===== src/rtl/core/ellc_pkg.sv =====
// shared types and constants for the llc/snap header parser
// no dependencies
`timescale 1ns / 1ps

package ellc_pkg;

    localparam int unsigned CountW = 16;

    localparam logic [CountW-1:0] COUNT_MAX      = 16'hffff;
    localparam logic [CountW-1:0] ETH_HDR_BYTES  = 16'd14;
    localparam logic [CountW-1:0] LLC_END_BYTES  = 16'd17;
    localparam logic [CountW-1:0] SNAP_END_BYTES = 16'd22;
    localparam logic [CountW-1:0] DST_END        = 16'd6;
    localparam logic [CountW-1:0] SRC_END        = 16'd12;
    localparam logic [CountW-1:0] OUI_END        = 16'd20;
    localparam logic [15:0]       LLC_FIELD_LEN  = 16'd3;
    localparam logic [15:0]       LLC_SNAP_LEN   = 16'd8;
    localparam logic [15:0]       TYPE_MIN       = 16'h0600;
    localparam logic [15:0]       TYPE_IPV4      = 16'h0800;
    localparam logic [15:0]       TYPE_ARP       = 16'h0806;
    localparam logic [7:0]        SAP_STP        = 8'h42;
    localparam logic [7:0]        SAP_SNAP       = 8'haa;

    localparam logic [2:0] CLS_SHORT = 3'd0;
    localparam logic [2:0] CLS_IPV4  = 3'd1;
    localparam logic [2:0] CLS_ARP   = 3'd2;
    localparam logic [2:0] CLS_OTHER = 3'd3;
    localparam logic [2:0] CLS_STP   = 3'd4;
    localparam logic [2:0] CLS_SNAP  = 3'd5;
    localparam logic [2:0] CLS_LLC   = 3'd6;
    localparam logic [2:0] CLS_BAD   = 3'd7;

    // captured header of the frame in progress, including the current beat
    typedef struct packed {
        logic [CountW-1:0] flen;
        logic [47:0]       dst;
        logic [47:0]       src;
        logic [15:0]       etype;
        logic [23:0]       llc;
        logic [23:0]       oui;
        logic [15:0]       proto;
    } t_hdr;

    typedef struct packed {
        logic [47:0] dst_mac;
        logic [47:0] src_mac;
        logic [15:0] ether_type;
        logic [2:0]  frame_class;
        logic [7:0]  dsap;
        logic [7:0]  ssap;
        logic [7:0]  llc_control;
        logic [23:0] snap_oui;
        logic [15:0] snap_protocol;
        logic [15:0] payload_length;
        logic [15:0] frame_length;
    } t_record;

endpackage


===== src/rtl/core/ethernet_llc_snap_header_parser.sv =====
// top level: ethernet ii / 802.3 llc / snap header parser
// depends on ellc_pkg and ellc_classify
`timescale 1ns / 1ps

// Takes a frame one byte per beat from the destination MAC onward, with
// i_last_byte on the final byte, and emits one record per frame on the beat
// after the input register hands over the last byte. A byte is accepted every
// cycle as long as the output side keeps up; only a last byte waits in the
// input register, and only while the previous record is still held by a
// stalled output, with the next byte stalled behind it. The record path is one
// input register, the header capture and classifier logic, and one output
// register, loaded with the record as the last byte leaves the input register.
// Other bytes never wait there on the output side. Frame lengths count up to
// 65535 and stay there; header capture is not affected by length.

module ethernet_llc_snap_header_parser
    import ellc_pkg::*;
(
    input  logic        i_clk,
    input  logic        i_rst_n,
    input  logic        i_valid,
    output logic        o_stall,
    input  logic [7:0]  i_data_byte,
    input  logic        i_last_byte,
    output logic        o_valid,
    input  logic        i_stall,
    output logic [47:0] o_dst_mac,
    output logic [47:0] o_src_mac,
    output logic [15:0] o_ether_type,
    output logic [2:0]  o_frame_class,
    output logic [7:0]  o_dsap,
    output logic [7:0]  o_ssap,
    output logic [7:0]  o_llc_control,
    output logic [23:0] o_snap_oui,
    output logic [15:0] o_snap_protocol,
    output logic [15:0] o_payload_length,
    output logic [15:0] o_frame_length
);

    logic              r_in_valid;
    logic [7:0]        r_in_byte;
    logic              r_in_last;
    logic [CountW-1:0] r_count;
    logic [CountW-1:0] n_count;
    logic [47:0]       r_dst;
    logic [47:0]       n_dst;
    logic [47:0]       r_src;
    logic [47:0]       n_src;
    logic [15:0]       r_type;
    logic [15:0]       n_type;
    logic [23:0]       r_llc;
    logic [23:0]       n_llc;
    logic [23:0]       r_oui;
    logic [23:0]       n_oui;
    logic [15:0]       r_proto;
    logic [15:0]       n_proto;
    logic              r_out_valid;
    t_record           r_out_rec;

    logic    w_out_free;
    logic    w_adv;
    logic    w_in_ready;
    logic    w_in_acc;
    t_hdr    w_hdr;
    t_record w_rec;

    assign w_out_free = !r_out_valid || !i_stall;
    // only the last beat of a frame needs room at the output
    assign w_adv      = r_in_valid && (!r_in_last || w_out_free);
    assign w_in_ready = !r_in_valid || w_adv;
    assign w_in_acc   = i_valid && w_in_ready;
    assign o_stall    = !w_in_ready;

    always_comb begin
        n_dst   = r_dst;
        n_src   = r_src;
        n_type  = r_type;
        n_llc   = r_llc;
        n_oui   = r_oui;
        n_proto = r_proto;
        if (r_count < DST_END) begin
            n_dst = {r_dst[39:0], r_in_byte};
        end else if (r_count < SRC_END) begin
            n_src = {r_src[39:0], r_in_byte};
        end else if (r_count < ETH_HDR_BYTES) begin
            n_type = {r_type[7:0], r_in_byte};
        end else if (r_count < LLC_END_BYTES) begin
            n_llc = {r_llc[15:0], r_in_byte};
        end else if (r_count < OUI_END) begin
            n_oui = {r_oui[15:0], r_in_byte};
        end else if (r_count < SNAP_END_BYTES) begin
            n_proto = {r_proto[7:0], r_in_byte};
        end
        n_count = (r_count < COUNT_MAX) ? r_count + 1'b1 : COUNT_MAX;
    end

    always_comb begin
        w_hdr.flen  = n_count;
        w_hdr.dst   = n_dst;
        w_hdr.src   = n_src;
        w_hdr.etype = n_type;
        w_hdr.llc   = n_llc;
        w_hdr.oui   = n_oui;
        w_hdr.proto = n_proto;
    end

    ellc_classify u_classify (
        .i_hdr (w_hdr),
        .o_rec (w_rec)
    );

    always_ff @(posedge i_clk) begin
        if (!i_rst_n) begin
            r_in_valid <= 1'b0;
        end else if (w_in_acc) begin
            r_in_valid <= 1'b1;
        end else if (w_adv) begin
            r_in_valid <= 1'b0;
        end
    end

    always_ff @(posedge i_clk) begin
        if (w_in_acc) begin
            r_in_byte <= i_data_byte;
            r_in_last <= i_last_byte;
        end
    end

    // header bytes are always overwritten before the record reads them
    always_ff @(posedge i_clk) begin
        if (!i_rst_n) begin
            r_count <= '0;
        end else if (w_adv) begin
            r_count <= r_in_last ? '0 : n_count;
        end
    end

    always_ff @(posedge i_clk) begin
        if (w_adv) begin
            r_dst   <= n_dst;
            r_src   <= n_src;
            r_type  <= n_type;
            r_llc   <= n_llc;
            r_oui   <= n_oui;
            r_proto <= n_proto;
        end
    end

    always_ff @(posedge i_clk) begin
        if (!i_rst_n) begin
            r_out_valid <= 1'b0;
        end else if (w_out_free) begin
            r_out_valid <= w_adv && r_in_last;
        end
    end

    always_ff @(posedge i_clk) begin
        if (w_adv && r_in_last) begin
            r_out_rec <= w_rec;
        end
    end

    assign o_valid          = r_out_valid;
    assign o_dst_mac        = r_out_rec.dst_mac;
    assign o_src_mac        = r_out_rec.src_mac;
    assign o_ether_type     = r_out_rec.ether_type;
    assign o_frame_class    = r_out_rec.frame_class;
    assign o_dsap           = r_out_rec.dsap;
    assign o_ssap           = r_out_rec.ssap;
    assign o_llc_control    = r_out_rec.llc_control;
    assign o_snap_oui       = r_out_rec.snap_oui;
    assign o_snap_protocol  = r_out_rec.snap_protocol;
    assign o_payload_length = r_out_rec.payload_length;
    assign o_frame_length   = r_out_rec.frame_length;

    a_count_clears: assert property (@(posedge i_clk) disable iff (!i_rst_n)
        (w_adv && r_in_last) |=> (r_count == '0))
        else $error("byte count not cleared after frame end");

    a_short_empty: assert property (@(posedge i_clk) disable iff (!i_rst_n)
        (r_out_valid && r_out_rec.frame_class == CLS_SHORT) |->
        (r_out_rec.frame_length < ETH_HDR_BYTES && r_out_rec.dst_mac == '0 &&
         r_out_rec.payload_length == '0))
        else $error("short frame record carries header data");

    a_snap_len: assert property (@(posedge i_clk) disable iff (!i_rst_n)
        (r_out_valid && r_out_rec.frame_class == CLS_SNAP) |->
        (r_out_rec.frame_length >= SNAP_END_BYTES && r_out_rec.ether_type >= LLC_SNAP_LEN))
        else $error("snap record from a frame too short for its header");

    a_stall_needs_data: assert property (@(posedge i_clk) disable iff (!i_rst_n)
        o_stall |-> (r_in_valid && r_in_last && r_out_valid))
        else $error("input stalled without a pending last beat");

endmodule


===== src/rtl/core/ellc_classify.sv =====
// frame classification and record build from the captured header
// depends on ellc_pkg
`timescale 1ns / 1ps

module ellc_classify
    import ellc_pkg::*;
(
    input  t_hdr    i_hdr,
    output t_record o_rec
);

    logic       w_have_llc;
    logic [7:0] w_dsap;
    logic [7:0] w_ssap;

    assign w_have_llc = (i_hdr.flen >= LLC_END_BYTES);
    assign w_dsap     = i_hdr.llc[23:16];
    assign w_ssap     = i_hdr.llc[15:8];

    always_comb begin
        o_rec = '0;
        o_rec.frame_length = i_hdr.flen;
        o_rec.frame_class  = CLS_SHORT;
        if (i_hdr.flen >= ETH_HDR_BYTES) begin
            o_rec.dst_mac    = i_hdr.dst;
            o_rec.src_mac    = i_hdr.src;
            o_rec.ether_type = i_hdr.etype;
            if (i_hdr.etype >= TYPE_MIN) begin
                if (i_hdr.etype == TYPE_IPV4) begin
                    o_rec.frame_class = CLS_IPV4;
                end else if (i_hdr.etype == TYPE_ARP) begin
                    o_rec.frame_class = CLS_ARP;
                end else begin
                    o_rec.frame_class = CLS_OTHER;
                end
                o_rec.payload_length = i_hdr.flen - ETH_HDR_BYTES;
            end else begin
                // llc bytes only count once all three have arrived
                if (w_have_llc) begin
                    o_rec.dsap        = w_dsap;
                    o_rec.ssap        = w_ssap;
                    o_rec.llc_control = i_hdr.llc[7:0];
                end
                if (!w_have_llc || i_hdr.etype < LLC_FIELD_LEN) begin
                    o_rec.frame_class = CLS_BAD;
                end else if (w_dsap == SAP_STP && w_ssap == SAP_STP) begin
                    o_rec.frame_class    = CLS_STP;
                    o_rec.payload_length = i_hdr.etype - LLC_FIELD_LEN;
                end else if (w_dsap == SAP_SNAP && w_ssap == SAP_SNAP) begin
                    if (i_hdr.flen >= SNAP_END_BYTES && i_hdr.etype >= LLC_SNAP_LEN) begin
                        o_rec.frame_class    = CLS_SNAP;
                        o_rec.snap_oui       = i_hdr.oui;
                        o_rec.snap_protocol  = i_hdr.proto;
                        o_rec.payload_length = i_hdr.etype - LLC_SNAP_LEN;
                    end else begin
                        o_rec.frame_class = CLS_BAD;
                    end
                end else begin
                    o_rec.frame_class    = CLS_LLC;
                    o_rec.payload_length = i_hdr.etype - LLC_FIELD_LEN;
                end
            end
        end
    end

endmodule

===== config.mk =====
export PLATFORM = sky130hd
export DESIGN_NAME = ethernet_llc_snap_header_parser
export DESIGN_NICKNAME = d
export VERILOG_FILES = /design/src/rtl/core/ellc_pkg.sv /design/src/rtl/core/ethernet_llc_snap_header_parser.sv /design/src/rtl/core/ellc_classify.sv
export SDC_FILE = /design/constraint.sdc
export NUM_CORES = 1
export LEC_CHECK = 0
export BUFFER_PORTS_ARGS = -buffer_cell sky130_fd_sc_hd__buf_4
export CAP_MARGIN = 25
export CORE_UTILIZATION = 30
export CTS_BUF_LIST = sky130_fd_sc_hd__clkbuf_8
export CTS_CLUSTER_DIAMETER = 120
export DETAILED_ROUTE_END_ITERATION = 12
export PLACE_DENSITY = 0.49
export REMOVE_ABC_BUFFERS = 1
export SETUP_SLACK_MARGIN = 0.4
export SLEW_MARGIN = 25
export SYNTH_ARGS = -nofsm -noshare
export SYNTH_HDL_FRONTEND = slang
export SYNTH_HIERARCHICAL = 1
export SYNTH_SLANG_ARGS = --single-unit

===== constraint.sdc =====
create_clock -name i_clk -period 13 [get_ports i_clk]
set_clock_uncertainty 0.05 [all_clocks]
set_input_delay 2.6 -clock i_clk [delete_from_list [all_inputs] [get_ports i_clk]]
set_output_delay 2.6 -clock i_clk [all_outputs]
set_load 0.02 [all_outputs]

# After elaboration in Yosys (flattened, before gate mapping)
# Cells that the tools add are included.
[word_totals]
input_bits = 13
register_bits = 414
[classes]
reduce_logical = 19
n_lt_le_gt_ge = 13
n_bitwise = 4
n_mux = 37
n_addsub = 4
eq_ne = 6
[op_table]
columns = ["cell", "count"]
rows = [
  ["16-bit two-way mux", 15],
  ["24-bit two-way mux", 9],
  ["48-bit two-way mux", 3],
  ["56-bit two-way mux", 1],
  ["16-bit by 5-bit less-than comparator with 1-bit output (second input constant)", 3],
  ["16-bit by 12-bit equality test with 1-bit output (second input constant)", 2],
  ["16-bit by 4-bit greater-or-equal comparator with 1-bit output (second input constant)", 2],
  ["16-bit by 5-bit greater-or-equal comparator with 1-bit output (second input constant)", 2],
  ["16-bit by 4-bit less-than comparator with 1-bit output (second input constant)", 2],
  ["16-bit by 4-bit subtractor with 16-bit output (second input constant)", 2],
  ["16-bit by 1-bit adder with 16-bit output (second input constant)", 1],
  ["8-bit by 7-bit equality test with 1-bit output (second input constant)", 2],
  ["8-bit equality test (second input constant)", 2],
  ["16-bit by 11-bit greater-or-equal comparator with 1-bit output (second input constant)", 1],
  ["16-bit less-than comparator (second input constant)", 1],
  ["16-bit by 2-bit less-than comparator with 1-bit output (second input constant)", 1],
  ["16-bit by 3-bit less-than comparator with 1-bit output (second input constant)", 1],
  ["16-bit by 2-bit subtractor with 16-bit output (second input constant)", 1],
  ["3-bit two-way mux", 5],
  ["1-bit logical AND", 6],
  ["1-bit zero test", 6],
  ["6-bit OR reduction", 1],
  ["1-bit logical OR", 4],
  ["1-bit inverter", 4],
  ["4 further kinds", 6],
]

# Longest topological paths before layout
[depth]
ltp_word = 12
ltp_mapped = 14

# By module
# Netlist, hierarchy kept.
[modules_own_cells]
columns = ["mod", "cells_per_inst", "area_per_inst_um2", "instances"]
rows = [
  ["ethernet_llc_snap_header_parser", 779, 15364.7, 1],
  ["ellc_classify", 399, 2571.2, 1],
]

# Worst setup path after synthesis
# No wires, ideal clock.
[synth_path]
kind = "input port to flip-flop"
start = "input i_stall"
end = "register r_count[3]"
stages = 3
arrival_time_ns = 13.693
setup_slack_ns = -0.886
path_cell_list = "a21oi_1 nand2b_1 nor4_1"
[synth_via]
elab_chain_len = 4
[synth_lines]
columns = ["element", "line_no", "text"]
rows = [
  ["from (decl)", "ethernet_llc_snap_header_parser.sv:26", "input logic i_stall,"],
  ["1-bit zero test", "ethernet_llc_snap_header_parser.sv:67", "assign w_out_free = !r_out_valid || !i_stall;"],
  ["1-bit logical OR", "ethernet_llc_snap_header_parser.sv:67", ""],
  ["1-bit logical OR", "ethernet_llc_snap_header_parser.sv:69", "assign w_adv = r_in_valid && (!r_in_last || w_out_free);"],
  ["1-bit logical AND", "ethernet_llc_snap_header_parser.sv:69", ""],
  ["to (signal assigned)", "ethernet_llc_snap_header_parser.sv:134", "r_count <= r_in_last ? '0 : n_count;"],
  ["to (decl)", "ethernet_llc_snap_header_parser.sv:43", "logic [CountW-1:0] r_count;"],
]
# No other way between the ends.
# A chain may end at the register's enable or synchronous reset.

# Final worst setup path
[layout_path]
start = "input i_stall"
end = "output o_stall"
[layout_via]
elab_chain_len = 6
[layout_lines]
columns = ["element", "line_no", "text"]
rows = [
  ["1-bit zero test", "ethernet_llc_snap_header_parser.sv:67", ""],
  ["1-bit logical OR", "ethernet_llc_snap_header_parser.sv:67", ""],
  ["1-bit logical OR", "ethernet_llc_snap_header_parser.sv:69", ""],
  ["1-bit logical AND", "ethernet_llc_snap_header_parser.sv:69", ""],
  ["1-bit logical OR", "ethernet_llc_snap_header_parser.sv:70", "assign w_in_ready = !r_in_valid || w_adv;"],
  ["1-bit zero test", "ethernet_llc_snap_header_parser.sv:72", "assign o_stall = !w_in_ready;"],
  ["to (decl)", "ethernet_llc_snap_header_parser.sv:22", "output logic o_stall,"],
]
# No other way between the ends.

==> impl_results.md <==
* Synth Instances at approximately 1,200
* Flop2flop setup slack at around 8.0 ns
* Root buf cell: clkbuf_8
* Total Routing Usage GR at ~14%
* Fraction of layout cells with a size suffix above 1 at about a third
* Hold path depth at 1
* CTS tree: yes
* N_diodes at 0
* First-pass GRT wire length at between 60 and 70 mm
* Post-route setup slack at a little over 7 ns
* Startpoint types: input pin
* Max Fclk at 0.1712 GHz
* Largest family of logic cells by synthesized area: simple AND/OR/NAND/NOR gates
* Post-synthesis compound-gate area fraction at 3.732%
* Worst endpoint required time at between 10 and 15 ns
* Power Internal at ~2.1 mW
* Synth warn at 6
* Register bit total from synthesis at 414
* Combinational Power Share at under 10%
* Reg-to-Reg End: o_snap_oui[19]
* Number of global-route vias before repair at approximately 11,000
* Final design utilization at around 37%
* Synth unique cells at 65
* Post-CTS setup repair buffer count at 0
* Initial antenna violation count at 3
* Number of CTS-inserted buffers at 75
* Post-placement cell count at 2,110
* Clock buffer depth at 3
* Fin crit period at 5.840 ns
* Hold crit path type: reg -> reg
* Antenna Nets Post-Route at 0
* Max Cap Violations at 0
* Seq/Total Area, Yosys at 68.31%
* GP Congestion at between 0.8 and 0.9
* Fin cells at between 2,000 and 2,500
* Power Dens Cells at 124.3 nW/um^2
* Hold_sp: r_src[43]
* Peak VDD IR at approximately 0.062 mV
* Power, Total at 2.694 mW
* Via density at approximately 4.7
* Die W at about 250 um
* Site Rows at around 90
* Placed inst area at approximately 20,000 sq um
* Layout area overhead at 20.82%
* Total Wirelength at approximately 44 mm
* Switch share at ~22%
* Mux cell area share after synthesis at between 10% and 20%
* Drt pass-1 iters at 5
* Core area at 59,020 sq um
* Clock Latency Late Sink at roughly 0.64 ns
* # DRC at 0
* WL/cell at approximately 20 um
* Final Setup Violations at 0
* Clk slew on worst S/H paths at 0.05 ns
* Grt total ovfl at 0
* Critical Path Start: i_stall
* CP arrival at approximately 3.2 ns
* Clock power share at approximately two fifths
* RSZ-0062 raised after global routing: no
* Pin count of the biggest net entering global routing at 116
* XOR/XNOR Fraction of Synth Area at around 1.5%
* Mapped cell area at around 18,000 sq um
* Slew Limit Fails at 0
* Critical path class: in -> out
* Layout fillers at around 5,700
* Leakage at ~7.4 nW
* Switch Pwr at around 0.60 mW
* Crit end category: output port
* Slew @ Worst Pin at 0.9920 ns
* Final Hold Fails at 0
* Async set or reset register ratio after synthesis at 0%
* Adder-Cell Fraction of Synth Area at less than 1%
* Routed via count at between 10,000 and 15,000
* Num ports at 226
* PortBufs at 225
* Die Ht at roughly 250 um
* Hold-fix buffer count after cts at 0
* Final nets at roughly 1,400
* Starting Density at 30.39%
* Die area at roughly 61,000 sq um
* Fin area at approximately 22,000 sq um
* Crit Reg-Reg Startpoint: r_count[11]
* Clock H-tree levels at 3
* DP HPWL at 28.19 mm
* Crit-path max FO at 3
* Simple logic cell fraction of the synthesized area at a little under an eighth
* Post-synth EDFFs at approximately 400
* Initial DRC count at between 500 and 600
* Hold Path End: r_src[43]
* Max-slew headroom at the worst pin at 33.87%
* Resize count post-CTS at 0
* Clock Sinks at 414
* Period utilization at ~45%
* Setup WS pre-CTS at 7.196 ns
* Status: complete, no violations
* Syn_area_per_cell at 15.23 sq um
* Worst Reg-to-Reg Cells at 10
* Ys flop type: edfxtp_1
* Reg power frac at between 50 and 60%
[worst max-delay path, stage by stage]
cell     delay [ns]
buf_4          0.11
nand2_1        0.06
nor2_1         0.23
buf_4          0.19
[cells by family after synthesis]
kind of cell / after synthesis
and+or+nand+nor: 354
DFF: 414
adders and majority gates: 9
muxes: 180
xor gates and xnor gates: 31
buffers and inverters: 95
AOI/OAI and AO/OA: 95
[through the flow]
step | setup TNS (ns) | hold slack (ns)
final | 0 | 0.5051
after global routing | 0 | 0.5307
after CTS | 0 | 0.5064
after detailed placement | 0 | 0.4941
after global placement | 0 | 0.4828
after floorplan | -153.62 | 0.4514
[worst max path at each step]
stage                       to  slack (ns)  depth (start not counted)
floorplan           r_count[3]       -0.89                          3
global placement       o_stall        7.20                          4
detailed placement     o_stall        7.20                          4
CTS                    o_stall        7.19                          4
global route           o_stall        7.12                          4
finish                 o_stall        7.16                          4
[registers in the layout, summed over array words and instances, names as in the netlist, 24 cells and up]
| signal | count |
|---|---|
| o_src_mac | 48 |
| r_dst | 48 |
| r_src | 48 |
| o_dst_mac | 48 |
| r_oui | 24 |
| r_llc | 24 |
| o_snap_oui | 24 |
[final cells by class]
| class | count | area (sq um) | share of cell area, % |
|---|---|---|---|
| repair buffers | 240 | 1803 | 8.320 |
| well taps | 773 | 967.2 | 4.463 |
| flip-flops and latches | 414 | 12250 | 56.54 |
| multi-input cells | 669 | 5249 | 24.22 |
| clock buffers | 77 | 1060 | 4.890 |
| inverters | 14 | 60.06 | 0.2771 |
| clock inverters | 50 | 280.3 | 1.293 |
[routing by layer]
layer	up-vias	routed length [um]	track usage [%]
met2	317	20600	22.18
met4	2	1028	5.792
met3	78	2367	2.996
li1	4938	-	-
met1	5264	19650	19.25
met5	-	13	0
[cells in the mapped netlist, types with 13 or more instances]
master | count | area [sq um]
nor3_1 | 17 | 85.08
nand4_1 | 13 | 81.33
nand3_1 | 18 | 90.09
inv_1 | 13 | 48.80
and2_1 | 149 | 932.1
mux2_1 | 43 | 484.2
dfxtp_1 | 18 | 360.4
nand2_1 | 37 | 138.9
mux2_2 | 134 | 1509
and3_1 | 33 | 206.5
buf_4 | 20 | 150.1
clkbuf_1 | 44 | 165.2
nor2_1 | 23 | 86.33
a21oi_1 | 24 | 120.1
edfxtp_1 | 396 | 11890
nor4_1 | 14 | 87.58
xnor2_1 | 19 | 166.4
[cells in the final DEF (no fill, tap or decap), types with 8 or more instances in the layout]
cell and count:
xor2_1 12, edfxtp_1 396, clkinv_1 13, and3_1 33, dfxtp_1 18, mux2_2 134, nand4_1 13, clkbuf_8 77
ha_1 9, nor4_1 12, buf_4 238, nor2_1 23, o22ai_1 11, nand3_1 17, a21oi_1 23, nor3_1 17
nand2_1 36, or4_1 8, and2_1 149, inv_1 34, o21ai_0 10, mux2_1 43, xnor2_1 19
[power by group through the flow]
| stage | Sequential, mW | Combinational, mW | Clock [mW] |
|---|---|---|---|
| after floorplan | 1.55 | 0.0268 | 0 |
| after global placement | 1.52 | 0.0824 | 0 |
| after detailed placement | 1.52 | 0.0833 | 0 |
| after CTS | 1.50 | 0.0836 | 1.17 |
| after global routing | 1.50 | 0.0885 | 1.22 |
| final | 1.50 | 0.0815 | 1.12 |
Power figures use the tool's default switching activity.
